## src/hw/rtl/rklc_pkg.sv

```systemverilog
package rklc_pkg;

    localparam int CursorPositions = 16;
    localparam int CursorW         = $clog2(CursorPositions);
    localparam int CursorOutW      = 4;
    localparam int LedW            = 16;
    localparam int TicksW          = 32;

    localparam logic [TicksW-1:0] TicksReset = TicksW'(2000000);

    localparam logic [CursorW-1:0] CursorFirst = '0;
    localparam logic [CursorW-1:0] CursorLast  = CursorW'(CursorPositions - 1);

    // Decoder phases, coded as the {B, A} pin pattern that each stands for.
    localparam logic [1:0] Ph11 = 2'b11;
    localparam logic [1:0] Ph01 = 2'b01;
    localparam logic [1:0] Ph00 = 2'b00;
    localparam logic [1:0] Ph10 = 2'b10;

    typedef logic [CursorW-1:0] t_pos;

    typedef struct packed {
        logic cw;
        logic ccw;
    } t_step;

endpackage

```

## src/hw/rtl/rklc_decoder.sv

```systemverilog
module rklc_decoder
    import rklc_pkg::*;
(
    input  logic  i_clk,
    input  logic  i_rst_n,
    input  logic  i_take,
    input  logic  i_pin_a,
    input  logic  i_pin_b,
    output t_step o_step
);

    logic [1:0] r_phase;
    logic [1:0] n_phase;
    logic [1:0] ab;

    assign ab = {i_pin_b, i_pin_a};

    always_comb begin
        n_phase = r_phase;
        o_step  = '0;
        unique case (r_phase)
            Ph01: begin
                if (ab == Ph00) begin
                    n_phase = Ph00;
                end else if (ab == Ph11) begin
                    n_phase    = Ph11;
                    o_step.ccw = 1'b1;
                end
            end
            Ph10: begin
                if (ab == Ph00) begin
                    n_phase = Ph00;
                end else if (ab == Ph11) begin
                    n_phase   = Ph11;
                    o_step.cw = 1'b1;
                end
            end
            default: begin
                if (ab == Ph01) begin
                    n_phase = Ph01;
                end else if (ab == Ph10) begin
                    n_phase = Ph10;
                end
            end
        endcase
    end

    always_ff @(posedge i_clk) begin
        if (!i_rst_n) begin
            r_phase <= Ph11;
        end else if (i_take) begin
            r_phase <= n_phase;
        end
    end

endmodule

```

## config.mk

```make
export PLATFORM = sky130hd
export DESIGN_NAME = rklc_decoder
export DESIGN_NICKNAME = d
export VERILOG_FILES = /design/src/hw/rtl/rklc_pkg.sv /design/src/hw/rtl/rklc_decoder.sv
export SDC_FILE = /design/constraint.sdc
export NUM_CORES = 1
export LEC_CHECK = 0
export ABC_CLOCK_PERIOD_IN_PS = 1770
export BUFFER_PORTS_ARGS = -buffer_cell sky130_fd_sc_hd__buf_2
export CAP_MARGIN = 5
export CORE_AREA = 2 2 39 41
export CTS_CLUSTER_DIAMETER = 40
export DETAILED_ROUTE_END_ITERATION = 8
export DIE_AREA = 0 0 41 43
export GPL_ROUTABILITY_DRIVEN = 0
export PLACE_DENSITY = 0.3
export SLEW_MARGIN = 20
export SYNTH_ARGS = -nofsm -noshare
export SYNTH_HDL_FRONTEND = slang
export SYNTH_SLANG_ARGS = --single-unit
```

## constraint.sdc

```tcl
create_clock -name i_clk -period 1.77 [get_ports i_clk]
set_clock_uncertainty 0.2 [all_clocks]
set_input_delay 0.0885 -clock i_clk [delete_from_list [all_inputs] [get_ports i_clk]]
set_output_delay 0.0885 -clock i_clk [all_outputs]
set_load 0.1 [all_outputs]
```

==> results of run 1 <==
-- cell families after synthesis --
group | after synthesis | share of synthesized area (%)
simple gates | 4 | 18.4
xor+xnor | 2 | 12.3
buf+inv | 2 | 5.27
flops | 2 | 28.1
fa+ha+maj | 2 | 17.5
compound gates | 5 | 18.4
-- synth_stat cells, drive strengths merged --
cell type	number	share of area [%]
and3	2	8.8
dfxtp	2	28
inv	2	5.3
ha	2	18
o21ai	2	7.0
a21oi	2	7.0
nand2b	1	4.4
xor2	2	12
a31oi	1	4.4
nor3b	1	5.3
-- what timing repair did --
item	CTS	global route
buffers inserted	0	0
hold endpoints to repair	2	0
hold buffers	3	0
-- layer usage --
metal	up-vias	GRT usage [%]	part of all wire, %
li1	83	-	-
met1	64	7.64	56
met4	0	4.00	0
met2	7	4.69	32
met3	0	6.28	12
met5	-	0	0
-- worst max path at each step --
| stage | start | endpoint | slack (ns) |
|---|---|---|---|
| 6_report | i_pin_a | o_step[0] | 0.16 |
| 5_1_grt | r_phase[1] | o_step[1] | 0.1 |
| 4_1_cts | i_pin_a | o_step[0] | 0.15 |
| 3_5_place_dp | r_phase[0] | r_phase[0] | 0.29 |
| 3_3_place_gp | r_phase[0] | r_phase[0] | 0.31 |
| 2_1_floorplan | r_phase[1] | o_step[1] | 0.22 |
-- layout make-up --
type	count	area, µm²	area share, %
Clock buffer	3	22.5	9.18
Inverter	2	7.51	3.06
Timing Repair Buffer	9	60.1	24.5
Sequential cell	2	40.0	16.3
Tap cell	16	20.0	8.16
Multi-Input combinational cell	13	95.1	38.8
-- report_power, final --
part | internal (mW) | switching (mW)
clock network | 0.0748 | 0.0255
logic | 0.0241 | 0.0343
registers | 0.0509 | 0.00501
total | 0.150 | 0.0648
-- through the flow --
stage	power, mW	hold slack, ns
2_1_floorplan	0.0939	-0.0353
3_3_place_gp	0.109	0.0887
3_5_place_dp	0.109	0.0916
4_1_cts	0.222	0.00284
5_1_grt	0.237	0.00831
6_report	0.215	0.0200
-- critical path: stages --
cell and delay [ns]:
dlygate4sd3_1 0.52, buf_2 0.15, and3_1 0.15, buf_2 0.42
==> summary.txt, run 1 <==
Cells and area
  – Most frequent cells in the layout: 6 x buf_2, 3 x clkbuf_4, 3 x dlygate4sd3_1
  – Largest reg by FF count: r_phase
  – Antenna Cells: 0
  – Cell Count, Final, Fillers Out: 45
  – Layout Nets: 38
  – Fillers: approximately 150
  – Share of cells above drive strength 1: slightly above 30%
  – Design area: around 250 µm²
  – Utilization after layout: around 18%
  – Biggest regs: r_phase (2)
  – Area growth syn-to-layout: 71.9%
  – Max FFs per register: 2
  – Most common cell after layout, fill and taps aside: buf_2

GRT
  – Congestion Overflow GR: 0
  – Largest net degree at the start of global routing: 6
  – Initial antenna violation count: 0
  – Vias in the first global route: 134
  – Overall Global Routing Usage: 5.71%
  – First-pass GRT wire length: 600 µm

Worst setup path
  – WP data required: 1.48 ns
  – Startpoint types: input port
  – Worst r2r dst: r_phase[0]
  – Crit. End Element: output port
  – Maximum fanout along the worst path: 5
  – R2r startpoint: r_phase[0]
  – R2r setup slk: 0.27 ns
  – CP arrival: 1.33 ns
  – R2R depth: 5
  – CP Class: in -> out

Min path
  – Hold Path Origin: i_pin_b
  – Hold/Removal Path Class: in -> reg
  – Hold path cells: 3
  – WHS Endpoint: r_phase[1]

Timing
  – Final hold violations: 0
  – RSZ-0062 raised after global routing: false
  – Pins Over Slew Limit: 0
  – Max transition margin: 67.8%
  – Post-route setup TNS: 0 ns
  – Final worst path period share: 91.2%
  – Worst Slack Setup Final: ~0.16 ns
  – Fmax: 0.620 GHz
  – Worst slew pin tran: 0.487 ns
  – Fin crit period: 1.61 ns
  – Final count of negative-setup-slack endpoints: 0

Power and ir drop
  – Pwr Density: between 800 and 900 mW/mm²
  – Worst IR Drop VDD: 0.377 mV
  – Pleak: 0.132 nW

Clock tree
  – H-Tree Depth: 1
  – Clock sinks: 2
  – Worst skew pair latency: about 0.22 ns
  – Resize count post-CTS: 0
  – TritonCTS Buffers: 3
  – CTS tree: done
  – Clk buf depth: 2
  – CTS root buffer: clkbuf_4
  – CTS clk-pin slew, worst paths: around 0.03 ns

Yosys
  – Post-synthesis cell count: 17
  – Post-Syn Area: roughly 140 µm²
  – Syn. warnings: 0
  – Register area share after synthesis: 28.1%
  – Post-synthesis net count: 24
  – FF+latch count, synth: 2
  – Yosys cell types: 11
  – Avg Inst Size Synth: 8.39 µm²

Floorplanning
  – Initial core utilization: roughly a tenth
  – Die Wd: 41 µm
  – Die Height: 43 µm
  – FP Rows: 14
  – Core area: about 0.0014 mm²
  – Die area: 0.00176 mm²
  – I/O pins: 7

Outcome
  – Status: completed

Route
  – DRC: 0
  – Via density: 3.42
  – Post-DRT Antenna Nets: 0
  – Pre-antenna DRT Iters: 4
  – Routed wire length per instance: 8.24 µm
  – Iteration-0 DRC Markers: 4
  – Via count: between 150 and 200
  – DRT Wirelength: 371 µm

Place
  – DP Area: 193 µm²
  – Placed Instances: 39
  – Dpl ws: approximately 0.29 ns
  – Port Buffer Count: 6

Run
  – Max-cap violations: 0
Power figures use the tool's default switching activity.
==> inputs of run 2 (changes only) <==
Settings changed: RECOVER_POWER set to 50, SKIP_LAST_GASP set to 1.
==> summary.txt, run 2 (synthesized netlist as in run 1, its figures left out) <==
Clock tree
  – Buffer count from post-CTS setup fixing: 0 (unchanged)
  – Clk buf depth: 2 (unchanged)
  – Clock sinks: 2 (unchanged)
  – Hold-fix buffers, CTS: 3 (unchanged)
  – Resize count post-CTS: 0 (unchanged)
  – CTS root buffer: clkbuf_4
  – CTS clk-pin slew, worst paths: 0.03 ns (about the same)
  – TritonCTS Buffers: 3 (unchanged)
  – Worst skew pair latency: 0.22 ns (about the same)
  – H-Tree Depth: 1 (unchanged)
  – CTS tree: done

Power and ir drop
  – Internal: 150 µW (-0.13%)
  – Pleak: 0.132 nW (about the same)
  – Combinational share of power: 27.0% (-0.2 points)
  – Reg power frac: 26.1% (about the same)
  – Clock share of power: 46.8% (about the same)
  – Pwr Density: 873 mW/mm² (-0.18%)
  – Worst IR Drop VDD: 0.376 mV (-0.25%)
  – Reported net switching power: 64.6 µW (-0.30%)
  – Tot Pwr: 214 µW (-0.18%)
  – Sw frac: 30.2% (-0.037 points)

Route
  – DRC: 0 (unchanged)
  – Routed wire length per instance: 8.29 µm (+0.54%)
  – Iteration-0 DRC Markers: 5 (+1)
  – Post-DRT Antenna Nets: 0 (unchanged)
  – Pre-antenna DRT Iters: 4 (unchanged)
  – Via density: 3.47 (+1.3%)
  – DRT Wirelength: 373 µm (+0.54%)
  – Via count: 156 (+1.3%)

Cells and area
  – Max FFs per register: 2 (unchanged)
  – Most frequent cells in the layout: 6 x buf_2, 3 x clkbuf_4, 3 x dlygate4sd3_1
  – Largest reg by FF count: r_phase
  – Most common cell after layout, fill and taps aside: buf_2
  – Share of cells above drive strength 1: 31.0% (unchanged)
  – Layout Nets: 38 (unchanged)
  – Design area: 245 µm² (unchanged)
  – Area growth syn-to-layout: 71.9% (unchanged)
  – Fillers: 154 (unchanged)
  – Antenna Cells: 0 (unchanged)
  – Biggest regs: r_phase (2)

Floorplanning
  – Die area: 0.00176 mm² (unchanged)
  – Core area: 0.00138 mm² (unchanged)
  – Die Wd: 41 µm (unchanged)
  – I/O pins: 7 (unchanged)
  – Die Height: 43 µm (unchanged)
  – Initial core utilization: 10.3% (unchanged)
  – FP Rows: 14 (unchanged)

GRT
  – Overall Global Routing Usage: 5.71% (unchanged)
  – Congestion Overflow GR: 0 (unchanged)
  – Vias in the first global route: 134 (unchanged)
  – First-pass GRT wire length: 600 µm (unchanged)
  – Largest net degree at the start of global routing: 6 (unchanged)
  – Initial antenna violation count: 0 (unchanged)

Min path
  – Hold path cells: 3 (unchanged)
  – WHS Endpoint: r_phase[1]
  – Hold/Removal Path Class: in -> reg
  – Hold Path Origin: i_pin_b

Timing
  – Final count of negative-setup-slack endpoints: 0 (unchanged)
  – Post-route setup TNS: 0 ns (unchanged)
  – Max transition margin: 67.8% (about the same)
  – Pins Over Slew Limit: 0 (unchanged)
  – Worst hold slack: 0.0199 ns (-0.000149 ns)
  – RSZ-0062 raised after global routing: false
  – Fmax: 0.620 GHz (about the same)
  – Fin crit period: 1.61 ns (-0.000959 ns)
  – Final hold violations: 0 (unchanged)
  – Worst slew pin tran: 0.487 ns (+0.000000954 ns)
  – Final worst path period share: 91.1% (about the same)

Worst setup path
  – CP Class: in -> out
  – R2r setup slk: 0.27 ns (about the same)
  – Worst r2r dst: r_phase[0]
  – Maximum fanout along the worst path: 5 (unchanged)
  – R2r startpoint: r_phase[0]
  – R2R depth: 5 (unchanged)
  – Startpoint types: input port
  – WP data required: 1.48 ns (about the same)
  – Crit. End Element: output port
  – CP arrival: 1.32 ns (about the same)

Run
  – Max-cap violations: 0 (unchanged)

Place
  – Port Buffer Count: 6 (unchanged)
  – DP Area: 193 µm² (unchanged)

Outcome
  – Status: completed
==> run 2: final cells by class <==
cell class,instances,area (µm²),share of cell area [%]
inverter,2,7.51,3.06
tap,16,20.0,8.16
clock buffer,3,22.5,9.18
timing repair buffer,9,60.1,24.5
multi-input combinational,13,95.1,38.8
sequential,2,40.0,16.3
==> run 2: stage by stage <==
step / setup WS [ns] / util, % / std cells
2_1_floorplan: 0.218 / - / 17
6_report: 0.157 / 17.7 / 45
3_5_place_dp: 0.289 / 13.9 / 39
5_1_grt: 0.0953 / 17.7 / 45
4_1_cts: 0.153 / 17.7 / 45
3_3_place_gp: 0.305 / 13.9 / 39
==> run 2: critical path: stages <==
cell and delay (ns):
dlygate4sd3_1 0.52, buf_2 0.15, and3_1 0.15, buf_2 0.42
==> run 2: power by group through the flow <==
| stage | Sequential [mW] | Clock [mW] | Combinational (mW) |
|---|---|---|---|
| 6_report | 0.0560 | 0.100 | 0.0579 |
| 5_1_grt | 0.0567 | 0.116 | 0.0635 |
| 4_1_cts | 0.0558 | 0.109 | 0.0582 |
| 3_5_place_dp | 0.0564 | 0 | 0.0523 |
| 3_3_place_gp | 0.0565 | 0 | 0.0528 |
| 2_1_floorplan | 0.0552 | 0 | 0.0387 |
==> run 2: worst max-delay path by stage <==
| stage | from | endpoint | slack [ns] | depth (start not counted) |
|---|---|---|---|---|
| 2_1_floorplan | r_phase[1] | o_step[1] | 0.22 | 2 |
| 3_3_place_gp | r_phase[0] | r_phase[0] | 0.31 | 5 |
| 3_5_place_dp | r_phase[0] | r_phase[0] | 0.29 | 5 |
| 4_1_cts | i_pin_a | o_step[0] | 0.15 | 4 |
| 5_1_grt | r_phase[1] | o_step[1] | 0.1 | 3 |
| 6_report | i_pin_a | o_step[0] | 0.16 | 4 |
==> run 2: routing by layer <==
layer	GRT usage [%]	wire length [µm]	vias to the layer above
met1	7.64	211	66
met4	4.00	0	0
met3	6.28	43	0
met2	4.69	118	7
met5	0	0	-
li1	-	-	83
